--- src/rtl/u2c_pkg.sv ---
`default_nettype none
// ----------------------------------------------------------------------------
// u2c_pkg: shared types and tables of the utf-8 to code page 437 converter
// holds the queue entry format, lead byte classes and the glyph table
// ----------------------------------------------------------------------------
package u2c_pkg;

  localparam int PointW     = 21;
  localparam int QueueDepth = 4;
  localparam int QPtrW      = $clog2(QueueDepth);
  localparam int QCountW    = $clog2(QueueDepth + 1);

  localparam logic [7:0] QMark = 8'h3F;

  // lead byte class masks and patterns
  localparam logic [7:0] Lead2Mask = 8'hE0;
  localparam logic [7:0] Lead2Pat  = 8'hC0;
  localparam logic [7:0] Lead3Mask = 8'hF0;
  localparam logic [7:0] Lead3Pat  = 8'hE0;
  localparam logic [7:0] Lead4Mask = 8'hF8;
  localparam logic [7:0] Lead4Pat  = 8'hF0;
  localparam logic [7:0] ContMask  = 8'hC0;
  localparam logic [7:0] ContPat   = 8'h80;

  // one queue entry: a run of '?' words, then an optional mapped code point
  typedef struct packed {
    logic [1:0]        nq;
    logic              tail;
    logic [PointW-1:0] point;
  } u2c_item_t;

  // decoder state seen by the checks
  typedef struct packed {
    logic [1:0] needed;
    logic [1:0] taken;
  } u2c_front_stat_t;

  function automatic logic [7:0] u2c_map(input logic [PointW-1:0] cp);
    logic [7:0] g;
    g = QMark;
    if (cp < PointW'(8'h80)) begin
      g = cp[7:0];
    end else begin
      case (cp)
        21'h00E0: g = 8'h85;  21'h00E1: g = 8'hA0;  21'h00E2: g = 8'h83;
        21'h00E3: g = 8'h84;  21'h00E4: g = 8'h84;  21'h00E5: g = 8'h86;
        21'h00E6: g = 8'h91;  21'h00E7: g = 8'h87;  21'h00E8: g = 8'h8A;
        21'h00E9: g = 8'h82;  21'h00EA: g = 8'h88;  21'h00EB: g = 8'h89;
        21'h00EC: g = 8'h8D;  21'h00ED: g = 8'hA1;  21'h00EE: g = 8'h8C;
        21'h00EF: g = 8'h8B;  21'h00F1: g = 8'hA4;  21'h00F2: g = 8'h95;
        21'h00F3: g = 8'hA2;  21'h00F4: g = 8'h93;  21'h00F5: g = 8'h94;
        21'h00F6: g = 8'h94;  21'h00F9: g = 8'h97;  21'h00FA: g = 8'hA3;
        21'h00FB: g = 8'h96;  21'h00FC: g = 8'h81;
        21'h00C0: g = 8'h41;  21'h00C1: g = 8'h41;  21'h00C2: g = 8'h41;
        21'h00C3: g = 8'h41;  21'h00C4: g = 8'h8E;  21'h00C5: g = 8'h8F;
        21'h00C6: g = 8'h92;  21'h00C7: g = 8'h80;  21'h00C8: g = 8'h45;
        21'h00C9: g = 8'h90;  21'h00CA: g = 8'h45;  21'h00CB: g = 8'h45;
        21'h00CC: g = 8'h49;  21'h00CD: g = 8'h49;  21'h00CE: g = 8'h49;
        21'h00CF: g = 8'h49;  21'h00D1: g = 8'hA5;  21'h00D2: g = 8'h4F;
        21'h00D3: g = 8'h4F;  21'h00D4: g = 8'h4F;  21'h00D5: g = 8'h4F;
        21'h00D6: g = 8'h99;  21'h00D9: g = 8'h55;  21'h00DA: g = 8'h55;
        21'h00DB: g = 8'h55;  21'h00DC: g = 8'h9A;
        21'h00A1: g = 8'hAD;  21'h00A2: g = 8'h9B;  21'h00A3: g = 8'h9C;
        21'h00A5: g = 8'h9D;  21'h00AA: g = 8'hA6;  21'h00AB: g = 8'hAE;
        21'h00AC: g = 8'hAA;  21'h00B0: g = 8'hF8;  21'h00B1: g = 8'hF1;
        21'h00B2: g = 8'hFD;  21'h00B5: g = 8'hE6;  21'h00B7: g = 8'hFA;
        21'h00BA: g = 8'hA7;  21'h00BB: g = 8'hAF;  21'h00BC: g = 8'hAC;
        21'h00BD: g = 8'hAB;  21'h00BF: g = 8'hA8;  21'h00D7: g = 8'h78;
        21'h00DF: g = 8'hE1;  21'h00F7: g = 8'hF6;
        21'h2500: g = 8'hC4;  21'h2502: g = 8'hB3;  21'h250C: g = 8'hDA;
        21'h2510: g = 8'hBF;  21'h2514: g = 8'hC0;  21'h2518: g = 8'hD9;
        21'h251C: g = 8'hC3;  21'h2524: g = 8'hB4;  21'h252C: g = 8'hC2;
        21'h2534: g = 8'hC1;  21'h253C: g = 8'hC5;
        21'h2550: g = 8'hCD;  21'h2551: g = 8'hBA;  21'h2554: g = 8'hC9;
        21'h2557: g = 8'hBB;  21'h255A: g = 8'hC8;  21'h255D: g = 8'hBC;
        21'h2560: g = 8'hCC;  21'h2563: g = 8'hB9;  21'h2566: g = 8'hCB;
        21'h2569: g = 8'hCA;  21'h256C: g = 8'hCE;
        21'h2552: g = 8'hD5;  21'h2553: g = 8'hD6;  21'h2555: g = 8'hB8;
        21'h2556: g = 8'hB7;  21'h2558: g = 8'hD4;  21'h2559: g = 8'hD3;
        21'h255B: g = 8'hBE;  21'h255C: g = 8'hBD;  21'h255E: g = 8'hC6;
        21'h255F: g = 8'hC7;  21'h2561: g = 8'hB5;  21'h2562: g = 8'hB6;
        21'h2564: g = 8'hD1;  21'h2565: g = 8'hD2;  21'h2567: g = 8'hCF;
        21'h2568: g = 8'hD0;
        21'h2588: g = 8'hDB;  21'h2591: g = 8'hB0;  21'h2592: g = 8'hB1;
        21'h2593: g = 8'hB2;  21'h2580: g = 8'hDF;  21'h2584: g = 8'hDC;
        21'h258C: g = 8'hDD;  21'h2590: g = 8'hDE;
        21'h2190: g = 8'h1B;  21'h2191: g = 8'h18;  21'h2192: g = 8'h1A;
        21'h2193: g = 8'h19;  21'h2194: g = 8'h1D;  21'h2195: g = 8'h12;
        21'h0393: g = 8'hE2;  21'h0398: g = 8'hE9;  21'h03A3: g = 8'hE4;
        21'h03A6: g = 8'hE8;  21'h03A9: g = 8'hEA;  21'h03B1: g = 8'hE0;
        21'h03B4: g = 8'hEB;  21'h03B5: g = 8'hEE;  21'h03C0: g = 8'hE3;
        21'h03C3: g = 8'hE5;  21'h03C4: g = 8'hE7;  21'h03C6: g = 8'hED;
        21'h2219: g = 8'hF9;  21'h221A: g = 8'hFB;  21'h221E: g = 8'hEC;
        21'h2229: g = 8'hEF;  21'h2248: g = 8'hF7;  21'h2260: g = 8'hF0;
        21'h2261: g = 8'hF0;  21'h2264: g = 8'hF3;  21'h2265: g = 8'hF2;
        21'h263A: g = 8'h01;  21'h263B: g = 8'h02;  21'h2665: g = 8'h03;
        21'h2666: g = 8'h04;  21'h2663: g = 8'h05;  21'h2660: g = 8'h06;
        21'h2022: g = 8'h07;  21'h25CB: g = 8'h09;  21'h266A: g = 8'h0D;
        21'h266B: g = 8'h0E;  21'h25BA: g = 8'h10;  21'h25C4: g = 8'h11;
        21'h25B2: g = 8'h1E;  21'h25BC: g = 8'h1F;
        default:  g = QMark;
      endcase
    end
    return g;
  endfunction

endpackage
`default_nettype wire

--- src/rtl/utf8_to_cp437_converter_unit.sv ---
`default_nettype none
// ----------------------------------------------------------------------------
// utf8_to_cp437_converter_unit: utf-8 byte stream to code page 437 glyphs
// decoder front, small entry queue and registered word emitter
// ----------------------------------------------------------------------------
// usage
//   input channel: in_byte with in_valid / in_stall, one utf-8 byte per word
//   output channel: glyph and run_end with out_valid / out_stall
//   a byte is decoded in the cycle it is taken; its first result word
//   reaches the output through the queue and then the output register
//   each input byte gives zero to four words; run_end marks the last one
//   words per cycle: one, set by the single output register, so plain
//   ascii and completed sequences flow at one byte per cycle while
//   out_stall is low; a broken sequence gives its '?' words one by one
//   the four-entry queue fills while the output is stalled or emitting a
//   burst; in_stall rises only when the queue is full
//   a stalled output word holds until taken
//   reset empties the queue, drops any pending sequence and clears
//   out_valid; no clearing pass is needed
// ----------------------------------------------------------------------------
module utf8_to_cp437_converter_unit
  import u2c_pkg::*;
(
  input  wire logic       clk,
  input  wire logic       rst,
  input  wire logic       in_valid,
  output logic            in_stall,
  input  wire logic [7:0] in_byte,
  output logic            out_valid,
  input  wire logic       out_stall,
  output logic [7:0]      glyph,
  output logic            run_end
);

  u2c_item_t        item;
  u2c_item_t        head;
  u2c_front_stat_t  stat;
  logic             accept;
  logic             push;
  logic             pop;
  logic             q_empty;
  logic             q_full;

  // stall only on a full queue, so the front keeps taking bytes
  // while the emitter waits on the receiver
  assign in_stall = q_full;
  assign accept   = in_valid && !in_stall;

  // front: classify the byte, update the pending sequence
  u2c_front u_front (
    .clk     (clk),
    .rst     (rst),
    .accept  (accept),
    .in_byte (in_byte),
    .item    (item),
    .push    (push),
    .stat    (stat)
  );

  // queue between decoder and emitter
  u2c_queue u_queue (
    .clk     (clk),
    .rst     (rst),
    .push    (push),
    .wr_item (item),
    .pop     (pop),
    .head    (head),
    .empty   (q_empty),
    .full    (q_full)
  );

  // back: one word per cycle into the output register while the output is not stalled
  u2c_back u_back (
    .clk       (clk),
    .rst       (rst),
    .head      (head),
    .empty     (q_empty),
    .pop       (pop),
    .out_valid (out_valid),
    .out_stall (out_stall),
    .glyph     (glyph),
    .run_end   (run_end)
  );

  // retiring an entry always leaves its last word on the output
  a_pop_marks_end : assert property (@(posedge clk) disable iff (rst)
    pop |=> out_valid && run_end)
    else $error("entry retired without a run_end word");

  // no continuation count without a pending sequence
  a_idle_no_taken : assert property (@(posedge clk) disable iff (rst)
    stat.needed == 2'd0 |-> stat.taken == 2'd0)
    else $error("continuation count left over while idle");

  // taken plus still needed never exceeds a four-byte sequence
  a_seq_bound : assert property (@(posedge clk) disable iff (rst)
    ({1'b0, stat.needed} + {1'b0, stat.taken}) <= 3'd3)
    else $error("sequence length out of range");

endmodule
`default_nettype wire

--- src/rtl/u2c_front.sv ---
`default_nettype none
// ----------------------------------------------------------------------------
// u2c_front: utf-8 sequence decoder
// tracks the pending code point and turns each byte into at most one queue entry
// ----------------------------------------------------------------------------
module u2c_front
  import u2c_pkg::*;
(
  input  wire logic            clk,
  input  wire logic            rst,
  input  wire logic            accept,
  input  wire logic [7:0]      in_byte,
  output u2c_item_t            item,
  output logic                 push,
  output u2c_front_stat_t      stat
);

  logic [PointW-1:0] partial_point, partial_point_next;
  logic [1:0]        bytes_needed, bytes_needed_next;
  logic [1:0]        bytes_taken, bytes_taken_next;
  logic [PointW-1:0] grown;
  logic              lead;

  assign grown = {partial_point[PointW-7:0], in_byte[5:0]};

  always_comb begin
    item               = '0;
    partial_point_next = partial_point;
    bytes_needed_next  = bytes_needed;
    bytes_taken_next   = bytes_taken;
    lead               = 1'b0;

    if (bytes_needed == 2'd0) begin
      lead = 1'b1;
    end else if ((in_byte & ContMask) == ContPat) begin
      partial_point_next = grown;
      bytes_needed_next  = bytes_needed - 2'd1;
      bytes_taken_next   = bytes_taken + 2'd1;
      if (bytes_needed == 2'd1) begin
        item.tail          = 1'b1;
        item.point         = grown;
        partial_point_next = '0;
        bytes_taken_next   = 2'd0;
      end
    end else begin
      // broken sequence: one '?' for the lead and each continuation so far
      item.nq            = bytes_taken + 2'd1;
      partial_point_next = '0;
      bytes_needed_next  = 2'd0;
      bytes_taken_next   = 2'd0;
      lead               = 1'b1;
    end

    if (lead) begin
      if (in_byte == 8'h00) begin
        // end of string, nothing more
      end else if (!in_byte[7]) begin
        item.tail  = 1'b1;
        item.point = PointW'(in_byte);
      end else if ((in_byte & Lead2Mask) == Lead2Pat) begin
        partial_point_next = PointW'(in_byte[4:0]);
        bytes_needed_next  = 2'd1;
        bytes_taken_next   = 2'd0;
      end else if ((in_byte & Lead3Mask) == Lead3Pat) begin
        partial_point_next = PointW'(in_byte[3:0]);
        bytes_needed_next  = 2'd2;
        bytes_taken_next   = 2'd0;
      end else if ((in_byte & Lead4Mask) == Lead4Pat) begin
        partial_point_next = PointW'(in_byte[2:0]);
        bytes_needed_next  = 2'd3;
        bytes_taken_next   = 2'd0;
      end else begin
        item.tail  = 1'b1;
        item.point = PointW'(QMark);
      end
    end
  end

  assign push = accept && (item.nq != 2'd0 || item.tail);

  always_ff @(posedge clk) begin
    if (rst) begin
      partial_point <= '0;
      bytes_needed  <= 2'd0;
      bytes_taken   <= 2'd0;
    end else if (accept) begin
      partial_point <= partial_point_next;
      bytes_needed  <= bytes_needed_next;
      bytes_taken   <= bytes_taken_next;
    end
  end

  assign stat.needed = bytes_needed;
  assign stat.taken  = bytes_taken;

endmodule
`default_nettype wire

--- src/rtl/u2c_queue.sv ---
`default_nettype none
// ----------------------------------------------------------------------------
// u2c_queue: short fifo of decoded entries
// decouples the decoder from the word emitter
// ----------------------------------------------------------------------------
module u2c_queue
  import u2c_pkg::*;
(
  input  wire logic      clk,
  input  wire logic      rst,
  input  wire logic      push,
  input  wire u2c_item_t wr_item,
  input  wire logic      pop,
  output u2c_item_t      head,
  output logic           empty,
  output logic           full
);

  u2c_item_t            slots [QueueDepth];
  logic [QPtrW-1:0]     wr_ptr;
  logic [QPtrW-1:0]     rd_ptr;
  logic [QCountW-1:0]   count;

  assign empty = (count == '0);
  assign full  = (count == QCountW'(QueueDepth));
  assign head  = slots[rd_ptr];

  always_ff @(posedge clk) begin
    if (push) begin
      slots[wr_ptr] <= wr_item;
    end
  end

  always_ff @(posedge clk) begin
    if (rst) begin
      wr_ptr <= '0;
      rd_ptr <= '0;
      count  <= '0;
    end else begin
      if (push) begin
        wr_ptr <= wr_ptr + QPtrW'(1);
      end
      if (pop) begin
        rd_ptr <= rd_ptr + QPtrW'(1);
      end
      if (push && !pop) begin
        count <= count + QCountW'(1);
      end else if (pop && !push) begin
        count <= count - QCountW'(1);
      end
    end
  end

endmodule
`default_nettype wire

--- src/rtl/u2c_back.sv ---
`default_nettype none
// ----------------------------------------------------------------------------
// u2c_back: word emitter
// walks the head entry word by word into a registered output stage
// ----------------------------------------------------------------------------
module u2c_back
  import u2c_pkg::*;
(
  input  wire logic       clk,
  input  wire logic       rst,
  input  wire u2c_item_t  head,
  input  wire logic       empty,
  output logic            pop,
  output logic            out_valid,
  input  wire logic       out_stall,
  output logic [7:0]      glyph,
  output logic            run_end
);

  logic [1:0] idx;
  logic       load;
  logic       last;
  logic [7:0] word;

  always_comb begin
    if (idx < head.nq) begin
      word = QMark;
      last = (idx == head.nq - 2'd1) && !head.tail;
    end else begin
      word = u2c_map(head.point);
      last = 1'b1;
    end
  end

  assign load = !out_valid || !out_stall;
  assign pop  = load && !empty && last;

  always_ff @(posedge clk) begin
    if (rst) begin
      out_valid <= 1'b0;
      idx       <= 2'd0;
    end else if (load) begin
      out_valid <= !empty;
      if (!empty) begin
        idx <= last ? 2'd0 : idx + 2'd1;
      end
    end
  end

  always_ff @(posedge clk) begin
    if (load && !empty) begin
      glyph   <= word;
      run_end <= last;
    end
  end

endmodule
`default_nettype wire

--- config.mk ---
export PLATFORM = sky130hd
export DESIGN_NAME = utf8_to_cp437_converter_unit
export DESIGN_NICKNAME = d
export VERILOG_FILES = /design/src/rtl/u2c_pkg.sv /design/src/rtl/utf8_to_cp437_converter_unit.sv /design/src/rtl/u2c_front.sv /design/src/rtl/u2c_queue.sv /design/src/rtl/u2c_back.sv
export SDC_FILE = /design/constraint.sdc
export NUM_CORES = 1
export LEC_CHECK = 0
export ABC_AREA = 0
export BUFFER_PORTS_ARGS = -buffer_cell sky130_fd_sc_hd__clkbuf_2
export CAP_MARGIN = 15
export CORE_ASPECT_RATIO = 0.5
export CORE_UTILIZATION = 55
export DETAILED_ROUTE_END_ITERATION = 12
export PLACE_DENSITY = 0.7
export SLEW_MARGIN = 20
export SYNTH_ARGS = -nofsm -noshare
export SYNTH_HDL_FRONTEND = slang
export SYNTH_SLANG_ARGS = --single-unit
--- constraint.sdc ---
create_clock -name clk -period 5.1 [get_ports clk]
set_clock_uncertainty 0.05 [all_clocks]
set_input_delay 0.51 -clock clk [delete_from_list [all_inputs] [get_ports clk]]
set_output_delay 0.51 -clock clk [all_outputs]
set_load 0.02 [all_outputs]
==> results by stage <==
Routing:
- Across all layers, the routed design uses slightly below 10000 vias.
- The first detailed-routing pass ran for 7 iterations.
- After detailed routing, the average wire length per cell comes to 34.7 um.
- In the routed design, unresolved DRC markers number 0.
- The final wirelength is between 40 and 50 mm.
- The number of DRC markers in iteration 0 is 2048.
- The detailed-route vias per instance is 8.27.
- The remaining number of nets flagged by the antenna check after routing is 0.

Timing:
- The tightest slew margin relative to the limit is 0.275.
- The hold violation total from the final report is 0.
- Setup repair after global routing left no endpoint under its margin.
- The final-report max-slew violation count is 0.
- The post-route worst hold slack is ~300 ps.
- The time the final worst path needs with I/O delays and setup is approximately 4800 ps.
- The number of endpoints failing setup at the final stage is 0.
- Setup total negative slack on the finished layout was measured at 0 ps.
- Derived from the worst setup path, the maximum achievable clock frequency is 0.209 GHz.
- Of the available clock period, the critical path in the final layout requires 0.939.
- For the pin with the worst max-slew slack, the measured transition is 1090 ps.
- The worst path setup slack after routing is ~310 ps.

Run:
- The tool flagged a number of max-cap violations equal to 0.

Clock network:
- Once the clock tree was built, the resizer swapped 0 gates to a different size.
- The clock transition at the register clock pins on the worst setup and hold paths after CTS is about 60 ps.
- The clock latency at the later pin of the worst-skew pair is 420 ps.
- In this run the clock root is driven by a sky130_fd_sc_hd__clkbuf_16.
- Buffers inserted during clock tree synthesis total 17.
- The total number of clock tree sinks is 136.
- The count of hold buffers inserted by post-cts repair is 0.
- No sink is reached through more buffers than the 2 on the longest clock path.
- TritonCTS built the clock tree.
- CTS built an H-tree with a depth of 4.
- Once the clock tree was built, the setup fixing pass inserted 0 buffers.

Layout:
- The final non-filler cell total is between 1000 and 1500.
- The post-route cell area is a little under 10000 um^2.
- The area growth from synthesis to layout is 11.2%.
- The net count of the finished layout is slightly below 1000.
- The number of antenna cells inserted is 0.
- The filler cells instantiated in the layout total approximately 1100.
- Of the cells placed in the final design, the portion with a size suffix greater than 1 is 0.159.

Place:
- Counting tap cells, the placed design contains a total of roughly 1100 instances.
- The detailed placement HPWL is between 20 and 30 mm.
- Input and output buffers added on the ports amount to 22.
- The cell area after placement is 9360 um^2.
- The final weighted congestion of routability-driven global placement is roughly 1.2.
- At the placement stage, the worst setup path has a slack of approximately 680 ps.

Status:
- The run finished with clean final reports.

Floorplan:
- In this run the count of I/O pins placed on the die edge is 23.
- The floorplan has 32 rows.
- The die boundary height is between 90 and 100 um.
- The floorplan step set the die width to ~180 um.
- In this run the standard cell core region covers approximately 16000 um^2.
- The initial utilization of the core area, before any placement, comes to 0.572.
- The floorplan step defined a die boundary enclosing 16800 um^2.

Min path:
- The path class of the lowest-slack min-delay path is input port to register.

Power and ir drop:
- The sequential group share of total power is 0.308.
- The cell-internal power is ~2.5 mW.
- The largest voltage drop on the vdd net is around 0.38 mV.
- The fraction of power spent switching nets is 0.444.
- Of the total power, the clock network draws 0.273.
- For this design the static power due to leakage is 3.20 nW.
- The combinational cell fraction of total power is 0.420.
- The power per standard cell area is 455 nW/um^2.
- Summed over all nets, the switching power comes to 2.01 mW.

Yosys:
- Yosys printed 0 warnings.
- The synthesized design contains between 100 and 150 enable-type register cells.
- Summing every instance area after synthesis gives between 8000 and 9000 um^2.
- The primary flip-flop cell chosen by synthesis mapping is sky130_fd_sc_hd__edfxtp_1.
- The number of nets in the synthesized netlist is 960.
- Counting flops with an async set or reset pin after synthesis yields a share of 0.
- The number of standard cells after synthesis is approximately 940.
- The total of flip-flops plus latches after synthesis is about 140.
- The share of the Yosys chip area taken by registers is 0.423.
- Sorting the synthesized cells by area gives the leading types as sky130_fd_sc_hd__edfxtp_1 35%, sky130_fd_sc_hd__dfxtp_1 7.0%, sky130_fd_sc_hd__nor2_1 4.5%, sky130_fd_sc_hd__mux4_2 3.8%, sky130_fd_sc_hd__a21oi_1 2.9%.
- The area fraction of the dominant cell type after synthesis is 0.353.
- The number of distinct standard cells referenced by the synthesized netlist is just under 90.
- The synthesized area per cell is ~9.5 um^2.
- The top cell type by total area after synthesis is sky130_fd_sc_hd__edfxtp_1.

Worst setup path:
- The largest fanout on the critical path is 16.
- The worst setup path is captured at a register.
- The element type at the critical path start is a register.
- The category of the critical setup timing path is register to register.
- Data on the critical path is required at its endpoint by 5390 ps.
- Data on the critical path arrives at its endpoint at between 5000 and 6000 ps.

GRT:
- The largest net degree at the start of global routing is 36.
- The initial antenna violation count is 0.
- The total congestion overflow is 0.
- Across every metal layer, demand over resource in global routing totals 0.501.
- The wire length of the first global-routing pass is 60.7 mm.
- The number of global-route vias before repair is approximately 9400.
-- cells in the final DEF (no fill, tap or decap), types with 6 or more instances in the layout --
| cell type | n |
|---|---|
| sky130_fd_sc_hd__nor4_1 | 28 |
| sky130_fd_sc_hd__o21a_1 | 7 |
| sky130_fd_sc_hd__mux2i_1 | 13 |
| sky130_fd_sc_hd__and2_1 | 10 |
| sky130_fd_sc_hd__o21ai_0 | 39 |
| sky130_fd_sc_hd__nor4b_1 | 8 |
| sky130_fd_sc_hd__buf_4 | 50 |
| sky130_fd_sc_hd__o2111ai_1 | 9 |
| sky130_fd_sc_hd__a31oi_1 | 8 |
| sky130_fd_sc_hd__mux4_2 | 15 |
| sky130_fd_sc_hd__mux2_2 | 6 |
| sky130_fd_sc_hd__nand4bb_1 | 6 |
| sky130_fd_sc_hd__clkbuf_2 | 22 |
| sky130_fd_sc_hd__edfxtp_1 | 105 |
| sky130_fd_sc_hd__o211ai_1 | 11 |
| sky130_fd_sc_hd__nor2_1 | 105 |
| sky130_fd_sc_hd__nand3_1 | 40 |
| sky130_fd_sc_hd__or2_2 | 8 |
| sky130_fd_sc_hd__ha_1 | 9 |
| sky130_fd_sc_hd__nand2b_1 | 20 |
| sky130_fd_sc_hd__a211oi_1 | 11 |
| sky130_fd_sc_hd__nor3_1 | 32 |
| sky130_fd_sc_hd__nand4_1 | 35 |
| sky130_fd_sc_hd__a22oi_1 | 18 |
| sky130_fd_sc_hd__a21oi_1 | 52 |
| sky130_fd_sc_hd__o22ai_1 | 13 |
| sky130_fd_sc_hd__nand2_1 | 69 |
| sky130_fd_sc_hd__o221ai_1 | 9 |
| sky130_fd_sc_hd__and3_1 | 21 |
| sky130_fd_sc_hd__dfxtp_1 | 31 |
| sky130_fd_sc_hd__clkbuf_16 | 17 |
| sky130_fd_sc_hd__nor2b_1 | 6 |
| sky130_fd_sc_hd__inv_1 | 15 |
| sky130_fd_sc_hd__a32oi_1 | 8 |
| sky130_fd_sc_hd__xnor2_1 | 8 |
-- sequential cells by signal, summed over array words and instances, names as in the netlist, named ones only --
name,count
u_back.out_valid,1
u_queue.count,3
u_front.bytes_taken,2
u_back.run_end,1
u_back.glyph,8
u_front.partial_point,15
u_queue.rd_ptr,2
u_queue.slots,96
u_queue.wr_ptr,2
u_front.bytes_needed,2
u_back.idx,2
-- worst max-delay path, stage by stage, from the launching register on --
cell                      delay (ps)
sky130_fd_sc_hd__dfxtp_1         810
sky130_fd_sc_hd__buf_4           310
sky130_fd_sc_hd__mux4_2          370
sky130_fd_sc_hd__inv_1           100
sky130_fd_sc_hd__ha_1            230
sky130_fd_sc_hd__a21oi_1         790
sky130_fd_sc_hd__o31ai_1         380
sky130_fd_sc_hd__nand2_1         300
sky130_fd_sc_hd__ha_1            250
sky130_fd_sc_hd__inv_1            70
sky130_fd_sc_hd__fa_1            390
sky130_fd_sc_hd__xor2_1          180
sky130_fd_sc_hd__or3_1           310
sky130_fd_sc_hd__a21oi_1         160
-- cell type report --
type                    count  area (um^2)  area share
repair buffers             73          505      0.0509
well taps                 204          255      0.0257
clock buffers              17          425      0.0428
inverters                  16         60.1     0.00605
flip-flops and latches    136         3770       0.380
multi-input cells         719         4770       0.480
clock inverters            15          143      0.0144
-- final timing paths --
kind                                         end             start  slack, ps  cells past startpoint
worst min register to register  u_back.out_valid  u_back.out_valid        450                      2
worst min-delay path            u_back.out_valid         out_stall        300                      3
worst max register to register  u_queue.count[2]          register        310                     13
worst max-delay path            u_queue.count[2]          register        310                     13
-- logic make-up (layout without fill, tap and decap cells) --
family                     count (synthesis)  after routing  share of synthesized area
AOI/OAI and AO/OA                        242            242                      0.195
xor gates and xnor gates                  11             11                     0.0108
adders and majority gates                 10             10                     0.0149
buffers and inverters                     83            121                     0.0440
DFF                                      136            136                      0.423
muxes                                     34             34                     0.0600
and+or+nand+nor                          422            422                      0.252
-- synthesized netlist by cell type (13+ instances only) --
| cell type | number |
|---|---|
| sky130_fd_sc_hd__mux2i_1 | 13 |
| sky130_fd_sc_hd__inv_1 | 15 |
| sky130_fd_sc_hd__nor2_1 | 106 |
| sky130_fd_sc_hd__nor4_1 | 28 |
| sky130_fd_sc_hd__nand3_1 | 40 |
| sky130_fd_sc_hd__nand2b_1 | 20 |
| sky130_fd_sc_hd__clkbuf_1 | 40 |
| sky130_fd_sc_hd__and3_1 | 21 |
| sky130_fd_sc_hd__dfxtp_1 | 31 |
| sky130_fd_sc_hd__nor3_1 | 32 |
| sky130_fd_sc_hd__buf_2 | 14 |
| sky130_fd_sc_hd__edfxtp_1 | 105 |
| sky130_fd_sc_hd__a21oi_1 | 52 |
| sky130_fd_sc_hd__nand4_1 | 35 |
| sky130_fd_sc_hd__mux4_2 | 15 |
| sky130_fd_sc_hd__a22oi_1 | 18 |
| sky130_fd_sc_hd__nand2_1 | 69 |
| sky130_fd_sc_hd__o21ai_0 | 39 |
| sky130_fd_sc_hd__o22ai_1 | 13 |
-- metrics by stage --
stage	total power, mW	utilization
final	4.52	0.636
after global routing	4.59	0.636
after CTS	4.37	0.636
after detailed placement	3.13	0.600
after global placement	3.10	0.600
after floorplan	2.50	-
-- power by group through the flow --
stage,combinational [mW],sequential (mW),clock (mW)
after floorplan,1.10,1.40,0
after global placement,1.71,1.39,0
after detailed placement,1.72,1.40,0
after CTS,1.76,1.39,1.22
after global routing,1.92,1.40,1.27
final,1.90,1.39,1.23
-- metal layers --
metal | vias to the layer above | track usage | share of wire | wire (um)
met3 | 329 | 0.235 | 0.17 | 6990
met5 | - | 0 | 0 | 0
li1 | 3729 | - | - | -
met4 | 0 | 0.298 | 0.078 | 3190
met2 | 1131 | 0.714 | 0.40 | 16300
met1 | 4567 | 0.618 | 0.35 | 14500
Power figures use the tool's default switching activity.
